**src/rtl/tmcc_pkg.sv**
```systemverilog
// shared constants and types for the tile mean color classifier
`timescale 1ns / 1ps
package tmcc_pkg;
  localparam int unsigned MaxTilesAcross = 64;
  localparam int unsigned MaxTileSide    = 256;
  localparam int unsigned MaxImageSide   = 4096;

  localparam int unsigned ColW   = $clog2(MaxTilesAcross);
  localparam int unsigned TileW  = $clog2(MaxTileSide);
  localparam int unsigned PixW   = $clog2(MaxImageSide);
  localparam int unsigned SumW   = 24;
  localparam int unsigned CntW   = 2 * TileW + 1;

  typedef enum logic [2:0] {
    REG_IMAGE_WIDTH  = 3'd0,
    REG_IMAGE_HEIGHT = 3'd1,
    REG_TILE_WIDTH   = 3'd2,
    REG_TILE_HEIGHT  = 3'd3,
    REG_TILES_ACROSS = 3'd4,
    REG_TILES_DOWN   = 3'd5
  } reg_idx_e;

  typedef enum logic [1:0] {
    CLS_WHITE = 2'd0,
    CLS_BLACK = 2'd1,
    CLS_RED   = 2'd2,
    CLS_BLUE  = 2'd3
  } cell_class_e;

  // one finished tile, handed from the accumulator to the divider
  typedef struct packed {
    logic [ColW-1:0] row;
    logic [ColW-1:0] col;
    logic [SumW-1:0] sb;
    logic [SumW-1:0] sg;
    logic [SumW-1:0] sr;
    logic [CntW-1:0] cnt;
    logic            last;
  } tile_job_t;
endpackage

```
**src/rtl/tmcc_divide.sv**
```systemverilog
// restoring divider for the three channel means plus classification
`timescale 1ns / 1ps
module tmcc_divide (
  input  logic                clk_i,
  input  logic                rst_ni,
  input  logic                job_valid_i,
  output logic                job_ready_o,
  input  tmcc_pkg::tile_job_t job_i,
  output logic                m_axis_tvalid,
  input  logic                m_axis_tready,
  output logic [39:0]         m_axis_tdata,
  output logic                m_axis_tlast
);
  localparam int unsigned SW = tmcc_pkg::SumW;
  localparam int unsigned CW = tmcc_pkg::CntW;

  logic            busy_q;
  logic [4:0]      step_q;
  tmcc_pkg::tile_job_t j_q;
  logic [CW:0]     rem_q [3];
  logic [SW-1:0]   quo_q [3];
  logic [SW-1:0]   num_q [3];

  assign job_ready_o = !busy_q && !m_axis_tvalid;

  logic [CW:0] rs [3];
  logic [CW:0] diff [3];
  always_comb begin
    for (int k = 0; k < 3; k++) begin
      rs[k]   = {rem_q[k][CW-1:0], num_q[k][SW-1]};
      diff[k] = rs[k] - {1'b0, j_q.cnt};
    end
  end

  function automatic logic [7:0] clip(input logic [SW-1:0] q);
    return (q > 24'd255) ? 8'd255 : q[7:0];
  endfunction

  logic [7:0] mb, mg, mr;
  logic [1:0] cls;
  logic hit;
  always_comb begin
    mb = clip(quo_q[0]); mg = clip(quo_q[1]); mr = clip(quo_q[2]);
    hit = 1'b1;
    cls = tmcc_pkg::CLS_WHITE;
    if (mb == 8'd255 && mg == 8'd255 && mr == 8'd255) cls = tmcc_pkg::CLS_WHITE;
    else if (mb == 8'd0 && mg == 8'd0 && mr == 8'd0) cls = tmcc_pkg::CLS_BLACK;
    else if (mb == 8'd0 && mg == 8'd0 && mr == 8'd255) cls = tmcc_pkg::CLS_RED;
    else if (mb == 8'd255 && mg == 8'd0 && mr == 8'd0) cls = tmcc_pkg::CLS_BLUE;
    else hit = 1'b0;
  end

  always_ff @(posedge clk_i) begin
    if (job_valid_i && job_ready_o) begin
      j_q <= job_i;
      num_q[0] <= job_i.sb; num_q[1] <= job_i.sg; num_q[2] <= job_i.sr;
      for (int k = 0; k < 3; k++) begin rem_q[k] <= '0; quo_q[k] <= '0; end
    end else if (busy_q) begin
      for (int k = 0; k < 3; k++) begin
        num_q[k] <= num_q[k] << 1;
        if (!diff[k][CW]) begin
          rem_q[k] <= diff[k];
          quo_q[k] <= {quo_q[k][SW-2:0], 1'b1};
        end else begin
          rem_q[k] <= rs[k];
          quo_q[k] <= {quo_q[k][SW-2:0], 1'b0};
        end
      end
    end
    if (busy_q && step_q == 5'd23) m_axis_tdata <= '0;
    if (busy_q && step_q == 5'd24) begin
      m_axis_tdata <= {1'b0, hit, cls, mr, mg, mb, j_q.col, j_q.row};
      m_axis_tlast <= j_q.last;
    end
  end

  always_ff @(posedge clk_i or negedge rst_ni) begin
    if (!rst_ni) begin
      busy_q <= 1'b0; step_q <= '0; m_axis_tvalid <= 1'b0;
    end else begin
      if (job_valid_i && job_ready_o) begin
        busy_q <= 1'b1; step_q <= '0;
      end else if (busy_q) begin
        step_q <= step_q + 1'b1;
        if (step_q == 5'd24) begin busy_q <= 1'b0; m_axis_tvalid <= 1'b1; end
      end
      if (m_axis_tvalid && m_axis_tready) m_axis_tvalid <= 1'b0;
    end
  end
endmodule

```
**config.mk**
```make
export PLATFORM = sky130hd
export DESIGN_NAME = tmcc_divide
export DESIGN_NICKNAME = d
export VERILOG_FILES = /design/src/rtl/tmcc_pkg.sv /design/src/rtl/tmcc_divide.sv
export SDC_FILE = /design/constraint.sdc
export NUM_CORES = 1
export LEC_CHECK = 0
export ABC_CLOCK_PERIOD_IN_PS = 4800
export BUFFER_PORTS_ARGS = -buffer_cell sky130_fd_sc_hd__buf_2
export CORE_ASPECT_RATIO = 0.5
export CORE_UTILIZATION = 30
export DETAILED_ROUTE_END_ITERATION = 10
export SKIP_CTS_REPAIR_TIMING = 1
export SYNTH_ARGS = -nofsm -noshare
export SYNTH_HDL_FRONTEND = slang
export SYNTH_SLANG_ARGS = --single-unit
```
**constraint.sdc**
```tcl
create_clock -name clk_i -period 4.8 [get_ports clk_i]
set_input_delay 0.48 -clock clk_i [delete_from_list [all_inputs] [get_ports clk_i]]
set_output_delay 0.48 -clock clk_i [all_outputs]
set_load 0.02 [all_outputs]
```
# ---- After elaboration in Yosys (flattened, before gate mapping)
# Memories as Yosys holds them, arrays and structs flattened.
# Cells that the tools add are included.
# Widths: inputs -> output; s select.
dict set report classes {
  n_addsub 4
  multipliers 0
  n_div 0
  order_cmp 3
  eq_ne 6
  n_shift 0
  mux 66
  bitwise_logic 15
  n_reduce_logical 22
}
# operator count
set op_table {}
lappend op_table {{$mux 24} 9}
lappend op_table {{$mux 18} 6}
lappend op_table {{$mux 39} 2}
lappend op_table {{$gt 24x8->1 const B} 3}
lappend op_table {{$sub 18x17->18} 3}
lappend op_table {{$mux 1} 40}
lappend op_table {{$eq 8x8->1 const B} 3}
lappend op_table {{$logic_not 8->1} 3}
lappend op_table {{$mux 8} 3}
lappend op_table {{$or 1x1->1} 15}
lappend op_table {{$logic_and 1x1->1} 12}
lappend op_table {{$eq 5x5->1 const B} 2}
lappend op_table {{$mux 5} 2}
lappend op_table {{$mux 2} 4}
lappend op_table {{$reduce_bool 2->1} 4}
lappend op_table {{$add 5x1->5 const B} 1}
lappend op_table {{$reduce_and 3->1} 1}
lappend op_table {{$logic_not 1->1} 2}
lappend op_table {{$ne 2x1->1 const B} 1}
dict set report totals {
  reg_bits 77
  latch_bits 0
  ram_bits 198
  mem_bits_ro 0
  inputBits 106
  memories 3
}
# name words word_bits read_ports rd_clocked_by_memory_dff wr line_no
set memory_table {}
lappend memory_table {num_q 3 24 3 0 3 tmcc_divide.sv:22} ;# logic [SW-1:0] num_q [3];
lappend memory_table {quo_q 3 24 3 0 3 tmcc_divide.sv:21} ;# logic [SW-1:0] quo_q [3];
lappend memory_table {rem_q 3 18 3 0 3 tmcc_divide.sv:20} ;# logic [CW:0] rem_q [3];

# ---- Depth between registers and ports, before layout
# Gate-level depths: netlist of run 1.
# An unclocked memory read counts as a cell.
dict set report depth {
  depth_word 11
  depth_mapped 12
  depth_no_buf 11
}

# ---- Worst setup path before layout of run 1
# OpenSTA, ideal clock, no wires.
dict set report synth_timing {
  path_type {register to register}
  from {register busy_q}
  to {memory num_q[0][0] (netlist bit) (enable)}
  setup_time_ns 0.520
  arrival_ns 4.271
  required_time_ns 4.280
  slack_ns 0.009
  stages_incl_launch_ff 5
  n_path_buf 1
  synth_period_minus_slack_ns 4.791
  cell_sequence {dfrtp_1 > clkbuf_1 > nor2_1 > nand2_1 > nand2_1}
}
# item line_no
set synth_lines {}
lappend synth_lines {{start: declaration} tmcc_divide.sv:17} ;# logic busy_q;
lappend synth_lines {{start signal: assignment} tmcc_divide.sv:79} ;# busy_q <= 1'b0; step_q <= '0; m_axis_tvalid <= 1'b0;
lappend synth_lines {{start signal: assignment} tmcc_divide.sv:82} ;# busy_q <= 1'b1; step_q <= '0;
lappend synth_lines {{start signal: assignment} tmcc_divide.sv:85} ;# if (step_q == 5'd24) begin busy_q <= 1'b0; m_axis_tvalid <= 1'b1; end
lappend synth_lines {{end: declaration} tmcc_divide.sv:22}

==> results of run 1 <==
==> routing by layer <==
metal | vias up | track usage (%) | routed length (um)
met5 | - | 0 | 0
met1 | 4212 | 17.0 | 13900
met4 | 0 | 3.31 | 664
met2 | 134 | 19.1 | 13000
li1 | 4339 | - | -
met3 | 37 | 1.83 | 887
==> final timing paths <==
kind                                       start                        end  cells after the start
worst max-delay path            j_q[2]$_DFFE_PP_      rem_q[2][9]$_DFFE_PP_                      9
worst min-delay path                   job_i[99]          j_q[99]$_DFFE_PP_                      1
worst max register to register  j_q[2]$_DFFE_PP_      rem_q[2][9]$_DFFE_PP_                      9
worst min register to register  j_q[0]$_DFFE_PP_     m_axis_tlast$_DFFE_PP_                      0
max in group asynchronous                 rst_ni           busy_q$_DFF_PN0_                      2
min in group asynchronous                 rst_ni  m_axis_tvalid$_DFFE_PN0P_                      2
==> Yosys cell counts (4+ instances only) <==
cell and count:
a211oi_2 6, nand4_1 16, or3_1 7, o22ai_1 4
dfrtp_1 7, inv_1 35, nand3b_1 6, xor2_1 14
xnor2_1 25, nor2_2 6, nand2b_1 12, mux2_2 71
nor3_1 14, a21oi_1 56, and3_1 5, clkbuf_1 32
o21a_1 17, a21o_1 18, ha_1 53, nor2_1 114
a211oi_1 10, o41ai_1 5, o21ai_0 32, o211ai_1 5
mux2i_1 20, a31oi_1 4, nor4_1 16, edfxtp_1 264
nand2_1 42, nor2b_1 11, nand3_1 22, and2_1 85
==> logic make-up (layout without fill, tap and decap cells) <==
family	Yosys count	count (layout)	share of synthesized area [%]
AOI/OAI and AO/OA	187	187	9.17
xor gates and xnor gates	41	41	2.82
adders and majority gates	56	56	5.29
buffers and inverters	77	243	2.42
DFF	272	272	59.4
muxes	91	91	7.31
other	1	1	0.0274
and+or+nand+nor	363	363	13.6
==> worst reg2reg max path, stage by stage (launching register included) <==
cell and delay [ps]:
edfxtp_1 460, inv_1 220, ha_1 260, nor2b_1 140, o31a_1 290, o21ai_1 280
o211ai_2 180, xor2_4 810, mux2i_1 280, nor2_1 60
==> layout by cell type, fill, tap and decap left out, types with 5 or more instances in the layout <==
| cell | Yosys | routed |
|---|---|---|
| clkinv_1 | 0 | 9 |
| a21oi_1 | 56 | 56 |
| nand3b_1 | 6 | 6 |
| clkbuf_16 | 0 | 28 |
| mux2_2 | 71 | 71 |
| o21ai_0 | 32 | 32 |
| nor3_1 | 14 | 14 |
| a21o_1 | 18 | 18 |
| dfrtp_1 | 7 | 6 |
| nand3_1 | 22 | 22 |
| a211oi_1 | 10 | 10 |
| nor2_1 | 114 | 113 |
| nand2_1 | 42 | 41 |
| xnor2_1 | 25 | 25 |
| mux2i_1 | 20 | 20 |
| and2_1 | 85 | 85 |
| nand4_1 | 16 | 16 |
| edfxtp_1 | 264 | 264 |
| a211oi_2 | 6 | 6 |
| nor2b_1 | 11 | 11 |
| and3_1 | 5 | 5 |
| nand2b_1 | 12 | 12 |
| xor2_1 | 14 | 14 |
| o21a_1 | 17 | 17 |
| inv_1 | 35 | 34 |
| buf_2 | 3 | 147 |
| o211ai_1 | 5 | 5 |
| nor4_1 | 16 | 16 |
| nor2_2 | 6 | 6 |
| o41ai_1 | 5 | 5 |
| or3_1 | 7 | 7 |
| buf_4 | 3 | 10 |
| ha_1 | 53 | 53 |
==> final cells by class <==
class / count / area share (%)
Sequential cell: 272 / 51.1
Multi-Input combinational cell: 739 / 32.9
Timing Repair Buffer: 159 / 5.29
Tap cell: 588 / 4.62
Clock buffer: 32 / 4.50
Inverter: 35 / 0.826
Clock inverter: 17 / 0.763
==> report_power, final <==
group          switching, uW  internal [uW]
combinational           2270           1920
sequential               517           4010
clock                    932           1120
==> state kept, by name, indices dropped and copies added (netlist names) <==
| register | count |
|---|---|
| step_q | 5 |
| quo_q | 72 |
| m_axis_tlast | 1 |
| rem_q | 51 |
| num_q | 72 |
| m_axis_tdata | 39 |
| busy_q | 1 |
| m_axis_tvalid | 1 |
| j_q | 30 |
==> stage by stage <==
step | cells | utilization, % | area, um2
floorplan | 1088 | - | 13700
global placement | 1792 | 34.0 | 15100
detailed placement | 1792 | 34.0 | 15100
CTS | 1841 | 35.9 | 15900
global route | 1842 | 35.9 | 15900
finish | 1842 | 35.9 | 15900
==> metrics.txt, run 1 <==
clock slew at reported path FFs=60 ps; nets@finish=1397; synth top area cells=edfxtp_1 (58%), mux2_2 (5.8%), ha_1 (4.8%); core area=44300 um2; final period utilization=67.6%; via count=8722; Max Slew Vio Count=0; Area Growth Syn to Fin=16.3%; CP delay by family, top=XOR/XNOR gates; Synth async-reset ratio=2.57%; RSZ-0062 raised after global routing=no; grt total ovfl=0; area of the die=46500 um2; Fmax=308 MHz; worst-path cell chain=inv_1, ha_1, nor2b_1, o31a_1, o21ai_1, o211ai_2, xor2_4, mux2i_1, nor2_1; Hold Fails Final Rpt=0; FF/Latch Area=8130 um2; Max clock buf depth=3; fillers=4308; number of global-route vias before repair=8404; synth warn=0; post-synth top area cell=edfxtp_1; number of synthesized flops with an enable pin=264; Pwr Total=10800 uW; Syn Inst Count=1088; post-synth top area share=58.0%; H-tree depth=1; diode count=0; I/O pin count=149; final WL=28500 um; first-pass GRT wire length=45700 um; Synth cell types=66; first drt pass iteration count=5; Final Skew=38.8 ps; CTS Root Cell=clkbuf_16; maximum vdd drop=298 uV; cell with the largest stage delay on the worst path=xor2_4; post-layout min period=3240 ps; max_cap viols=0; CTS buffer count=28; Die W=304 um; Cell Pwr Density=677 nW/um2; DRT iter0 DRCs=564; row count=54; routed vias/inst=4.74; P_leak=0.00626 uW; Syn Std Cell Area=13700 um2; slack of the worst reg-to-reg path=1560 ps; Worst Max-Slew Pin Slew=1080 ps; crit path capture type=flop; startpoint type of the worst setup path=flop; DP HPWL=19200 um; Setup Crit Path Kind=reg2reg; gr usage total=12.0%; GP Congestion=0.811; Worst-Skew Late Latency=570 ps; Slew Limit Headroom=27.9%; #FFs+latches synth=272; Worst Path Required=5090 ps; setup ws final=1560 ps; largest net degree at the start of global routing=85; Max stage delay on crit path=810 ps; share of layout cells above drive strength 1=23.0%; clk sink count=272; register area share after synthesis=59.4%; Starting Density=30.9%; Critical Path AT=3540 ps; initial antenna violation count=0; Die Ht=153 um; CTS tree=yes; Wirelength per Cell=15.4 um; Final setup viols=0; setup TNS=0 ps; dpl ws=1520 ps; Post-synth top flop=edfxtp_1; IO buf count=147; post-synth net total=1250; Worst Path Max Fanout=25; antenna-violating nets left=0; WHS=78.6 ps; Worst Path Buf+Inv=1; DR DRC count=0; area taken by multi-input logic gates=5240 um2; hold crit path type=in2reg; status=complete, no violations; syn avg cell area=12.6 um2
Note: power is estimated with default switching activity, not from simulation.
==> run 2: changes to the inputs <==
--- a/config.mk
+++ b/config.mk
@@ -5,7 +5,7 @@
 export SDC_FILE = /design/constraint.sdc
 export NUM_CORES = 1
 export LEC_CHECK = 0
-export ABC_CLOCK_PERIOD_IN_PS = 4800
+export ABC_CLOCK_PERIOD_IN_PS = 2900
 export BUFFER_PORTS_ARGS = -buffer_cell sky130_fd_sc_hd__buf_2
 export CORE_ASPECT_RATIO = 0.5
 export CORE_UTILIZATION = 30
==> constraint.sdc (replaced) <==
create_clock -name clk_i -period 2.9 [get_ports clk_i]
set_input_delay 0.29 -clock clk_i [delete_from_list [all_inputs] [get_ports clk_i]]
set_output_delay 0.29 -clock clk_i [all_outputs]
set_load 0.02 [all_outputs]
==> metrics.txt, run 2 (synthesized netlist as in run 1, its figures left out) <==
WHS Endpoint=num_q[0][48]$_SDFFCE_PP0P_; nets@finish=1444; largest net degree at the start of global routing=122; slack of the worst reg-to-reg path=160 ps; Critical Path AT=3040 ps; via count=8910; initial antenna violation count=1; Worst Setup SP=j_q[1]$_DFFE_PP_; diode count=0; core area=44300 um2; gr usage total=12.0%; Wirelength per Cell=15.2 um; Crit Reg-Reg Startpoint=j_q[1]$_DFFE_PP_; count of non-filler cells in the finished layout=1892; hold path depth=2; area of the die=46500 um2; most common cell after layout, fill and taps aside=edfxtp_1; number of global-route vias before repair=8456; Final setup viols=0; CTS tree=yes; # placed instances=1807; I/O pin count=149; status=complete, no violations; DRT iter0 DRCs=536; DP HPWL=19400 um; most frequent cells in the layout=edfxtp_1 (264), buf_2 (147), nor2_1 (113), and2_1 (85), mux2_2 (71); Largest regs=num_q x72, quo_q x72, rem_q x51; startpoint type of the worst setup path=flop; crit path capture type=flop; clk sink count=272; first-pass GRT wire length=45600 um; first drt pass iteration count=4; H-tree depth=1; Max clock buf depth=3; DR DRC count=0; IO buf count=147; Worst Path Max Fanout=4; Starting Density=30.9%; post-layout min period=2740 ps; Hold Fails Final Rpt=0; Die W=304 um; Die Ht=153 um; Max Slew Vio Count=0; min-delay src=job_i[18]; setup TNS=0 ps; grt total ovfl=0; CTS Root Cell=clkbuf_16; share of layout cells above drive strength 1=24.8%; Area Growth Syn to Fin=21.3%; Setup Crit Path Kind=reg2reg; Fmax=365 MHz; GP Congestion=0.820; routed vias/inst=4.71; final WL=28800 um; maximum vdd drop=424 uV; hold crit path type=in2reg; Final Skew=20.5 ps; max_cap viols=0; Slew Limit Headroom=60.7%; row count=54; Reg2Reg Depth=10; P_leak=0.00658 uW; Worst Path Required=3200 ps; final period utilization=94.5%; Worst-Skew Late Latency=560 ps; Cell Pwr Density=1110 nW/um2; CTS buffer count=28; Worst Max-Slew Pin Slew=590 ps; clock slew at reported path FFs=70 ps; R2R Path End=rem_q[2][10]$_DFFE_PP_; antenna-violating nets left=0; fillers=4220
-- run 2: cell types whose count changed in the layout (fill, tap and decap cells not counted), moves of 4 or more --
cell,before,now
buf_12,1,8
buf_4,10,19
clkbuf_8,0,4
clkinv_1,9,0
dlygate4sd3_1,1,32
-- run 2: area by class of cell --
type	count	area (um2)	share of cell area, %
clock inverter	13	140	0.845
timing repair buffer	206	1360	8.19
sequential	272	8130	49.0
multi-input combinational	739	5290	31.9
tap	588	736	4.44
clock buffer	39	803	4.84
inverter	35	131	0.792
-- run 2: power by group --
group          internal [uW]  total [uW]  switching [uW]
clock network           2130        3700            1570
registers               6630        7460             823
logic                   3450        7320            3870
-- run 2: layer usage --
layer	GRT usage, %	vias to the layer above	share of wire [%]
met2	19.7	116	47
met5	0	-	0
met3	1.82	40	3.0
li1	-	4433	-
met1	16.6	4321	48
met4	2.63	0	1.9
-- run 2: worst max-delay path by stage --
stage / to / slack (ps) / cells past startpoint
2_1_floorplan: rem_q[1][10]$_SDFFCE_PN0P_ / 310 / 9
3_3_place_gp: rem_q[1][16]$_SDFFCE_PN0P_ / 200 / 9
3_5_place_dp: rem_q[2][11]$_DFFE_PP_ / 140 / 10
4_1_cts: rem_q[2][6]$_DFFE_PP_ / 130 / 10
5_1_grt: rem_q[2][10]$_DFFE_PP_ / -2 / 10
6_report: rem_q[2][10]$_DFFE_PP_ / 160 / 10
-- run 2: stage by stage --
step | setup slack, ps | util, % | instance area, um2 | power (uW) | hold slack (ps)
after floorplan | 308 | - | 13700 | 13000 | -5.59
after global placement | 200 | 34.5 | 15300 | 14700 | 143
after detailed placement | 138 | 34.5 | 15300 | 14800 | 143
after CTS | 130 | 36.6 | 16200 | 18600 | -454
after global routing | -1.88 | 37.5 | 16600 | 19800 | 13.4
final | 158 | 37.5 | 16600 | 18500 | 32.2
-- run 2: critical path, cell delays in order (launching register included) --
cell and delay, ps:
edfxtp_1 410, buf_4 140, ha_1 150, inv_1 50
fa_1 410, a21o_1 190, a22oi_1 270, a21oi_1 210
and4b_1 220, o41ai_1 330, a21oi_1 100
