### config.mk
export PLATFORM = sky130hd
export DESIGN_NAME = tmcc_accum
export DESIGN_NICKNAME = d
export VERILOG_FILES = /design/src/rtl/tmcc_pkg.sv /design/src/rtl/tmcc_accum.sv
export SDC_FILE = /design/constraint.sdc
export NUM_CORES = 2
export LEC_CHECK = 0
export ABC_AREA = 0
export BUFFER_PORTS_ARGS = -buffer_cell sky130_fd_sc_hd__buf_2
export CAP_MARGIN = 10
export CORE_MARGIN = 5
export CORE_UTILIZATION = 31
export DETAILED_ROUTE_END_ITERATION = 12
export SLEW_MARGIN = 20
export SYNTH_ARGS = -nofsm -noshare
export SYNTH_HDL_FRONTEND = slang
export SYNTH_MEMORY_MAX_BITS = 65536
export SYNTH_SLANG_ARGS = --single-unit
### constraint.sdc
create_clock -name clk_i -period 5.82 [get_ports clk_i]
set_input_delay 0 -clock clk_i [delete_from_list [all_inputs] [get_ports clk_i]]
set_output_delay 0 -clock clk_i [all_outputs]
set_load 0.02 [all_outputs]
### src/rtl/tmcc_pkg.sv
// shared constants and types for the tile mean color classifier
`timescale 1ns / 1ps
package tmcc_pkg;
  localparam int unsigned MaxTilesAcross = 64;
  localparam int unsigned MaxTileSide    = 256;
  localparam int unsigned MaxImageSide   = 4096;

  localparam int unsigned ColW   = $clog2(MaxTilesAcross);
  localparam int unsigned TileW  = $clog2(MaxTileSide);
  localparam int unsigned PixW   = $clog2(MaxImageSide);
  localparam int unsigned SumW   = 24;
  localparam int unsigned CntW   = 2 * TileW + 1;

  typedef enum logic [2:0] {
    REG_IMAGE_WIDTH  = 3'd0,
    REG_IMAGE_HEIGHT = 3'd1,
    REG_TILE_WIDTH   = 3'd2,
    REG_TILE_HEIGHT  = 3'd3,
    REG_TILES_ACROSS = 3'd4,
    REG_TILES_DOWN   = 3'd5
  } reg_idx_e;

  typedef enum logic [1:0] {
    CLS_WHITE = 2'd0,
    CLS_BLACK = 2'd1,
    CLS_RED   = 2'd2,
    CLS_BLUE  = 2'd3
  } cell_class_e;

  // one finished tile, handed from the accumulator to the divider
  typedef struct packed {
    logic [ColW-1:0] row;
    logic [ColW-1:0] col;
    logic [SumW-1:0] sb;
    logic [SumW-1:0] sg;
    logic [SumW-1:0] sr;
    logic [CntW-1:0] cnt;
    logic            last;
  } tile_job_t;
endpackage

### src/rtl/tmcc_accum.sv
// per-column sum memory with read-modify-write and raster position tracking
`timescale 1ns / 1ps
module tmcc_accum (
  input  logic                              clk_i,
  input  logic                              rst_ni,
  input  logic [12:0]                       w_i,
  input  logic [12:0]                       h_i,
  input  logic [8:0]                        tw_i,
  input  logic [8:0]                        th_i,
  input  logic [6:0]                        ta_i,
  input  logic [6:0]                        td_i,
  input  logic                              pix_valid_i,
  output logic                              pix_ready_o,
  input  logic [23:0]                       pix_i,
  output logic                              job_valid_o,
  input  logic                              job_ready_i,
  output tmcc_pkg::tile_job_t               job_o
);
  localparam int unsigned CW = tmcc_pkg::ColW;
  localparam int unsigned SW = tmcc_pkg::SumW;

  logic [3*SW-1:0] mem [tmcc_pkg::MaxTilesAcross];
  logic [3*SW-1:0] rd_q;
  logic            clr_busy_q, clr_busy_d;
  logic [CW-1:0]   clr_idx_q, clr_idx_d;
  logic            clr_all_q, clr_all_d;

  // stage 1 holds the pixel while its column entry is read
  logic            s1_q, s1_d;
  logic [23:0]     s1_pix_q;
  logic [CW-1:0]   s1_col_q, s1_row_q;
  logic            s1_emit_q, s1_last_q;
  logic [tmcc_pkg::TileW-1:0] s1_xt_q, s1_yt_q;

  logic [tmcc_pkg::PixW-1:0]  px_q, py_q;
  logic [tmcc_pkg::TileW-1:0] xt_q, yt_q;
  logic [CW-1:0]              gc_q, gr_q;
  logic                       coff_q, roff_q;

  // clamped registers
  logic [13:0] w, h;
  logic [9:0]  tw, th;
  logic [7:0]  ta, td;
  always_comb begin
    w  = (w_i == '0) ? 14'd1 : ((w_i > 13'd4096) ? 14'd4096 : {1'b0, w_i});
    h  = (h_i == '0) ? 14'd1 : ((h_i > 13'd4096) ? 14'd4096 : {1'b0, h_i});
    tw = (tw_i == '0) ? 10'd1 : ((tw_i > 9'd256) ? 10'd256 : {1'b0, tw_i});
    th = (th_i == '0) ? 10'd1 : ((th_i > 9'd256) ? 10'd256 : {1'b0, th_i});
    ta = (ta_i == '0) ? 8'd1 : ((ta_i > 7'd64) ? 8'd64 : {1'b0, ta_i});
    td = (td_i == '0) ? 8'd1 : ((td_i > 7'd64) ? 8'd64 : {1'b0, td_i});
  end

  logic row_end, frame_end, x_end, y_end, acc, emit_n;
  always_comb begin
    row_end   = ({2'b0, px_q} + 14'd1) >= w;
    frame_end = row_end && (({2'b0, py_q} + 14'd1) >= h);
    x_end     = row_end || (({2'b0, xt_q} + 10'd1) >= tw);
    y_end     = (({2'b0, py_q} + 14'd1) >= h) || (({2'b0, yt_q} + 10'd1) >= th);
    acc       = !coff_q && !roff_q;
    emit_n    = acc && x_end && y_end;
  end

  // an emitting pixel is taken only when the job slot is sure to be free
  // in the next cycle, and no pixel is taken while a clear is pending
  logic fire;
  assign pix_ready_o = !clr_busy_q && !clr_all_q &&
                       !(emit_n && ((job_valid_o && !job_ready_i) || (s1_q && s1_emit_q)));
  assign fire = pix_valid_i && pix_ready_o;

  // forward a write of the same column from stage 1
  logic [3*SW-1:0] cur;
  logic fwd_q;
  logic [3*SW-1:0] wb_q;
  assign cur = fwd_q ? wb_q : rd_q;

  function automatic logic [SW-1:0] sat(input logic [SW-1:0] a, input logic [7:0] b);
    logic [SW:0] s;
    s = {1'b0, a} + {{SW-7{1'b0}}, b};
    return s[SW] ? {SW{1'b1}} : s[SW-1:0];
  endfunction

  logic [SW-1:0] nb, ng, nr;
  logic [3*SW-1:0] wb_d;
  always_comb begin
    nb = sat(cur[SW-1:0], s1_pix_q[7:0]);
    ng = sat(cur[2*SW-1:SW], s1_pix_q[15:8]);
    nr = sat(cur[3*SW-1:2*SW], s1_pix_q[23:16]);
    wb_d = s1_emit_q ? '0 : {nr, ng, nb};
  end

  always_ff @(posedge clk_i) begin
    if (clr_busy_q) mem[clr_idx_q] <= '0;
    else if (s1_q) mem[s1_col_q] <= wb_d;
    rd_q <= mem[gc_q];
  end

  always_ff @(posedge clk_i) begin
    if (fire) begin
      s1_pix_q  <= pix_i;
      s1_col_q  <= gc_q;
      s1_row_q  <= gr_q;
      s1_emit_q <= emit_n;
      s1_last_q <= frame_end;
      s1_xt_q   <= xt_q;
      s1_yt_q   <= yt_q;
    end
    wb_q <= wb_d;
    if (s1_q && s1_emit_q) begin
      job_o.row  <= s1_row_q;
      job_o.col  <= s1_col_q;
      job_o.sb   <= nb;
      job_o.sg   <= ng;
      job_o.sr   <= nr;
      job_o.cnt  <= {1'b0, s1_xt_q} * {1'b0, s1_yt_q} + {1'b0, s1_xt_q} +
                    {1'b0, s1_yt_q} + 17'd1;
      job_o.last <= s1_last_q;
    end
  end

  assign s1_d = fire && acc;
  always_comb begin
    clr_all_d  = clr_all_q;
    clr_busy_d = clr_busy_q;
    clr_idx_d  = clr_idx_q;
    if (clr_busy_q) begin
      clr_idx_d = clr_idx_q + 1'b1;
      if (&clr_idx_q) clr_busy_d = 1'b0;
    end else if (clr_all_q && !s1_q) begin
      clr_busy_d = 1'b1;
      clr_all_d  = 1'b0;
    end
    if (fire && frame_end) clr_all_d = 1'b1;
  end

  always_ff @(posedge clk_i or negedge rst_ni) begin
    if (!rst_ni) begin
      s1_q <= 1'b0; fwd_q <= 1'b0; job_valid_o <= 1'b0;
      clr_busy_q <= 1'b1; clr_idx_q <= '0; clr_all_q <= 1'b0;
      px_q <= '0; py_q <= '0; xt_q <= '0; yt_q <= '0;
      gc_q <= '0; gr_q <= '0; coff_q <= 1'b0; roff_q <= 1'b0;
    end else begin
      s1_q <= s1_d;
      clr_busy_q <= clr_busy_d; clr_idx_q <= clr_idx_d; clr_all_q <= clr_all_d;
      fwd_q <= s1_q && s1_d && (s1_col_q == gc_q);
      if (s1_q && s1_emit_q) job_valid_o <= 1'b1;
      else if (job_ready_i) job_valid_o <= 1'b0;
      if (fire) begin
        if (frame_end) begin
          px_q <= '0; py_q <= '0; xt_q <= '0; yt_q <= '0;
          gc_q <= '0; gr_q <= '0; coff_q <= 1'b0; roff_q <= 1'b0;
        end else if (row_end) begin
          px_q <= '0; xt_q <= '0; gc_q <= '0; coff_q <= 1'b0;
          py_q <= py_q + 1'b1;
          if (({2'b0, yt_q} + 10'd1) >= th) begin
            yt_q <= '0;
            if (({2'b0, gr_q} + 8'd1) >= td) roff_q <= 1'b1;
            else gr_q <= gr_q + 1'b1;
          end else yt_q <= yt_q + 1'b1;
        end else begin
          px_q <= px_q + 1'b1;
          if (({2'b0, xt_q} + 10'd1) >= tw) begin
            xt_q <= '0;
            if (({2'b0, gc_q} + 8'd1) >= ta) coff_q <= 1'b1;
            else gc_q <= gc_q + 1'b1;
          end else xt_q <= xt_q + 1'b1;
        end
      end
    end
  end

`ifndef SYNTHESIS
  a_no_accept_clear: assert property (@(posedge clk_i) disable iff (!rst_ni)
    clr_busy_q |-> !pix_ready_o) else $error("pixel taken during clear");
  a_no_job_overrun: assert property (@(posedge clk_i) disable iff (!rst_ni)
    (s1_q && s1_emit_q) |-> (!job_valid_o || job_ready_i)) else $error("job overrun");
  a_stage_only_on_fire: assert property (@(posedge clk_i) disable iff (!rst_ni)
    s1_q |-> $past(pix_valid_i && pix_ready_o)) else $error("stray stage");
`endif
endmodule

==> Word level (Yosys, flattened, before mapping) <==
Memory sizes are Yosys's and may differ from the RTL's. A register that Yosys moved wholly into a read port is not among the register bits.
Index checks and enable logic that the tools add are counted.
{ "classes": {"n_reduce_logical": 46, "mul": 1, "addsub": 19, "n_mux": 59, "magnitude_cmp": 12, "n_eq_ne": 4} }
{ "op_table": {"columns": ["op", "n"], "rows": [
  ["$mux 72", 3],
  ["$add 24x8->25", 3],
  ["$mux 24", 3],
  ["$reduce_or 72->1", 1],
  ["$mux 6", 9],
  ["$mux 13", 4],
  ["$mux 12", 4],
  ["$mux 8", 6],
  ["$mux 9", 4],
  ["$mux 7", 4],
  ["$add 12x1->13 const B", 2],
  ["$ge 13x13->1", 2],
  ["$gt 13x13->1 const B", 2],
  ["$logic_not 13->1", 2],
  ["$add 12x1->12 const B", 2],
  ["$mux 1", 22],
  ["$add 6x1->6 const B", 3],
  ["$add 8x1->9 const B", 2],
  ["$ge 9x9->1", 2],
  ["$gt 9x9->1 const B", 2],
  ["$logic_not 9->1", 2],
  ["$add 16x8->17", 1],
  ["$add 17x1->17 const B", 1],
  ["$add 17x8->17", 1],
  ["19 further kinds", 54]
]} }
{ "word_totals": {"ff_bits": 293, "mem_bits_rw": 4608, "mem_count": 1, "wordCells": 171} }
{ "mem_list": {"columns": ["name", "words", "word_bits", "rd", "rd_ports_with_merged_regs", "wr", "line", "source"], "rows": [
  ["mem", 64, 72, 1, 1, 1, "tmcc_accum.sv:22", "logic [3*SW-1:0] mem [tmcc_pkg::MaxTilesAcross];"]
]} }

==> Longest topological paths before layout <==
{ "depth": {"word_depth": 14, "mapped_depth": 22, "depth_no_buf": 19} }

==> Least setup slack after synthesis <==
OpenSTA, ideal clock, no wires.
{ "synth_path": {"path_kind": "reg2reg", "from": "register fwd_q", "to": "memory mem[0][66] (netlist name) (data pin)", "n_path_buf": 9, "slack_ns": -0.345, "arrival_time_ns": 5.617, "synth_period_minus_slack_ns": 6.165, "setup_ns": 0.548, "required_ns": 5.272, "stages_incl_launch_ff": 22, "cell_sequence": "dfrtp_1 -> buf_6 -> buf_8 -> buf_8 -> buf_6 -> buf_4 -> buf_4 -> buf_2 -> buf_2 -> mux2_2 -> ha_1 -> inv_1 -> fa_1 -> nor2b_1 -> o21ai_0 -> a21boi_0 -> o21a_1 -> o211a_1 -> clkbuf_1 -> nand3b_1 -> xnor2_1 -> a21oi_1"} }
{ "synth_between": {"elab_chain_cells": 5} }
{ "synth_rtl": {"columns": ["element", "line", "source"], "rows": [
  ["start, declared", "tmcc_accum.sv:72", "logic fwd_q;"],
  ["start signal, assigned", "tmcc_accum.sv:144", "fwd_q <= s1_q && s1_d && (s1_col_q == gc_q);"],
  ["$mux 72", "tmcc_accum.sv:74", "assign cur = fwd_q ? wb_q : rd_q;"],
  ["$add 24x8->25", "tmcc_accum.sv:78", "s = {1'b0, a} + {{SW-7{1'b0}}, b};"],
  ["$mux 24", "tmcc_accum.sv:79", "return s[SW] ? {SW{1'b1}} : s[SW-1:0];"],
  ["$mux 72", "tmcc_accum.sv:88", "wb_d = s1_emit_q ? '0 : {nr, ng, nb};"],
  ["$mux 72 (no line)", null, null],
  ["end, declared", "tmcc_accum.sv:22", null]
]} }
Every way passes these cells.

==> Final worst setup path <==
{ "layout_path": {"from": "register s1_yt_q[0] (netlist name)", "to": "register job_o[17] (netlist name) (data pin)"} }
{ "layout_between": {"elab_chain_cells": 4} }
{ "layout_rtl": {"columns": ["element", "line", "source"], "rows": [
  ["start, declared", "tmcc_accum.sv:33", "logic [tmcc_pkg::TileW-1:0] s1_xt_q, s1_yt_q;"],
  ["start signal, assigned", "tmcc_accum.sv:105", "s1_yt_q <= yt_q;"],
  ["$mul 8x8->16", "tmcc_accum.sv:114", "job_o.cnt <= {1'b0, s1_xt_q} * {1'b0, s1_yt_q} + {1'b0, s1_xt_q} +"],
  ["$add 16x8->17", "tmcc_accum.sv:114", null],
  ["$add 17x8->17 (*)", "tmcc_accum.sv:114", null],
  ["$add 17x1->17 (*)", "tmcc_accum.sv:115", "{1'b0, s1_yt_q} + 17'd1;"],
  ["end, declared", "tmcc_accum.sv:17", "output tmcc_pkg::tile_job_t job_o"]
]} }
Every way passes the cells marked *; elsewhere a longest branch is shown, timed or not.
A chain may end at the register's enable or synchronous reset.

==> qor.yml <==
run_status:
  status: "complete, no violations"
routing:
  drtIter0Drc: 14232
  wl_per_cell_um: 31.7
  wl_um: 592000
  drc: 0
  drt-vias-per-instance: 5.45
  ant_nets: 0
  vias: 102006
  first_pass_iters: 6
finish:
  postLayoutCellArea_um2: 226000
  nets: 10206
  layout.cells.non_filler: 18700
  mostFrequentLayoutCells: "4764 x edfxtp_1, 1170 x mux4_2, 463 x clkbuf_16"
  fillers: 57034
  drive_gt1_share_pct: 25.5
  final_common_cell: "edfxtp_1"
  area_growth_pct: 15.9
clock_tree:
  cts_root_buf: "clkbuf_16"
  clockBufferDepth: 4
  cts_setup_buffers: 0
  cts-htree-levels: 5
  cts-buffers-inserted: 459
  cts_sinks: 4973
  cts_tree: "done"
  clk_latency_ns: 1.08
  clkTransAtPathRegs_ns: 0.06
die:
  dieArea_um2: 644000
  start_util_pct: 31.0
  die_h_um: 803
  coreArea_um2: 627000
  ios: 190
  core.rowCount: 291
  die_w_um: 803
worst_setup_path:
  crit_path_end: "job_o[17]"
  crit_slowest_cell: "edfxtp_1"
  regToRegStartpoint: "s1_yt_q[0]"
  start_kind: "flip-flop"
  cp_common_cell: "fa_1"
  crit_start: "s1_yt_q[0]"
  path_cells: "nand2_1 -> fa_1 -> inv_1 -> fa_1 -> ha_1 -> inv_1 -> fa_1 -> inv_1 -> fa_1 -> ha_1 -> o21a_1 -> a211oi_1 -> o2111ai_1 -> a31oi_1 -> nor2b_1 -> o21a_1 -> o41ai_1 -> xnor2_1"
  crit_type: "flip-flop to flip-flop"
  reg2reg_to: "job_o[17]"
  crit_required_ns: 6.53
  rrSetupSlack_ns: 0.47
  reg2reg_depth: 18
  critPathCaptureType: "flip-flop"
  cp.arrival_ns: 6.06
  cpPeakStageDelay_ns: 0.58
  path_max_fanout: 11
power_and_ir_drop:
  netSwitchingFraction_pct: 19.7
  p_clk_share_pct: 43.8
  power.net_switching_mw: 13.6
  intPower_mw: 55.3
  comb_power_share_pct: 0.2
  power_leakage_nw: 56.9
  peakVddDrop_mv: 0.300
  power.density_nw_per_um2: 305
  finalPower_mw: 68.9
  p_seq_share_pct: 56.0
global_route:
  grt_pass1_vias: 97842
  grt_antenna_before_repair: 32
  grt_use_total_pct: 17.8
  grt_max_degree: 119
  overflow: 0
  grt_pass1_wl_um: 812000
placed_design:
  post-place-ws_ns: 0.479
  portBuffers: 189
  gp_congestion: 0.793
  placed_area_um2: 210000
  dp_cells: 17727
  hpwl_um: 306000
job:
  maxCapViolCount: 0
yosys:
  synth-edff-count: 4764
  synthArstFlopShare_pct: 1.31
  synth_nets: 9573
  synth_cell_types: 78
  synthCells: 9295
  avgSynthCellArea_um2: 21.0
  ys_seq_area_share_pct: 75.8
  syn-cell-area_um2: 195000
  yosysWarnings: 0
  synth-seq-cells: 4973
  ys.flop_type: "edfxtp_1"
timing:
  grt_setup_unrepaired: "false"
  fin_skew_ns: 0.122
  setup_ws_ns: 0.469
  setup_viol_count_final: 0
  slew_headroom_pct: 20.9
  slew_violations: 0
  period_share_pct: 91.9
  finalHoldViolCount: 0
  fin_crit_ns: 5.35
  tns_ns: 0
  fmax_mhz: 187
  worst_pin_slew_ns: 1.19
min_path:
  hp-class: "primary input to flip-flop"
[stage by stage]
stage | util (%) | hold WS (ns)
2_1_floorplan | - | -0.296
3_3_place_gp | 33.4 | 0.191
3_5_place_dp | 33.4 | 0.182
4_1_cts | 35.9 | 0.00642
5_1_grt | 36.0 | 0.125
6_report | 36.0 | 0.102
[worst min-delay path by stage]
stage,end,startpoint,cells past startpoint,slack (ns)
after floorplan,clr_all_q,rst_ni,0,-0.30
after global placement,s1_pix_q[22],pix_i[22],1,0.19
after detailed placement,s1_pix_q[11],pix_i[11],1,0.18
after CTS,clr_all_q,h_i[9],7,0.006
after global routing,clr_all_q,h_i[9],7,0.13
final,clr_all_q,h_i[9],7,0.10
[power by group through the flow]
stage	clock, mW	sequential (mW)	combinational [mW]
final	30.2	38.6	0.159
after floorplan	0	39.4	0.0467
after detailed placement	0	39.4	0.117
after global routing	32.1	38.6	0.175
after global placement	0	39.4	0.116
after CTS	30.6	38.6	0.158
[layout make-up]
class	instances	area (um2)	area share [%]
Sequential cell	4973	148000	65.4
Timing Repair Buffer	648	6530	2.89
Inverter	184	712	0.315
Multi-Input combinational cell	3662	45500	20.2
Clock buffer	582	12300	5.43
Tap cell	8350	10400	4.63
Antenna cell	27	67.6	0.0299
Clock inverter	274	2660	1.18
[registers in the layout, summed over array words and instances, names as in the netlist, 8 cells and up]
name / count
s1_yt_q: 8
wb_q: 72
s1_xt_q: 8
mem: 4608
rd_q: 72
job_o: 102
s1_pix_q: 24
py_q: 12
xt_q: 8
px_q: 12
yt_q: 8
[Yosys cell counts (all sizes together), types with 28 or more instances]
master	instances	share of area, %
nor2	305	0.59
clkbuf	281	0.54
nand2b	28	0.090
mux4	1170	14
dfxtp	144	1.5
o22ai	149	0.48
a21oi	223	0.57
nor2b	32	0.10
inv	182	0.35
nand2	272	0.52
mux2i	426	2.2
xor2	31	0.14
nand3	56	0.14
nor3	41	0.12
dfrtp	64	0.82
edfxtp	4764	73
buf	195	0.55
fa	54	0.56
o21ai	192	0.49
ha	138	0.89
mux2	41	0.24
o221ai	196	0.88
xnor2	70	0.31
[per-layer routing]
| layer | vias to the layer above | global-route usage, % | routed length (um) |
|---|---|---|---|
| li1 | 39937 | - | - |
| met5 | - | 0 | 54 |
| met2 | 5498 | 27.9 | 275000 |
| met1 | 55636 | 25.2 | 241000 |
| met3 | 925 | 3.20 | 56600 |
| met4 | 10 | 5.50 | 19200 |
[worst max-delay path: cells and delay by family (launching register included)]
kind,cells,cell delay (ns)
adders and majority gates,6,2.45
AOI/OAI and AO/OA,6,1.60
DFF,1,0.58
and+or+nand+nor,2,0.21
buffers and inverters,3,0.14
xor gates and xnor gates,1,0.10
[logic make-up (layout without fill, tap and decap cells)]
logic type | count (synthesis) | in the layout | synth area share, %
fa+ha+maj | 192 | 192 | 1.44
flops | 4973 | 4973 | 75.8
mux | 1637 | 1637 | 16.0
buf+inv | 660 | 1688 | 1.45
simple gates | 835 | 835 | 1.93
other cells | 0 | 27 | 0
compound gates | 897 | 897 | 3.01
xor+xnor | 101 | 101 | 0.454
[what timing repair did]
action,CTS,global route
setup endpoints to repair,0,38
hold endpoints to repair,145,0
hold buffers,79,0
gates resized for setup,0,5
Power figures use the tool's default switching activity.
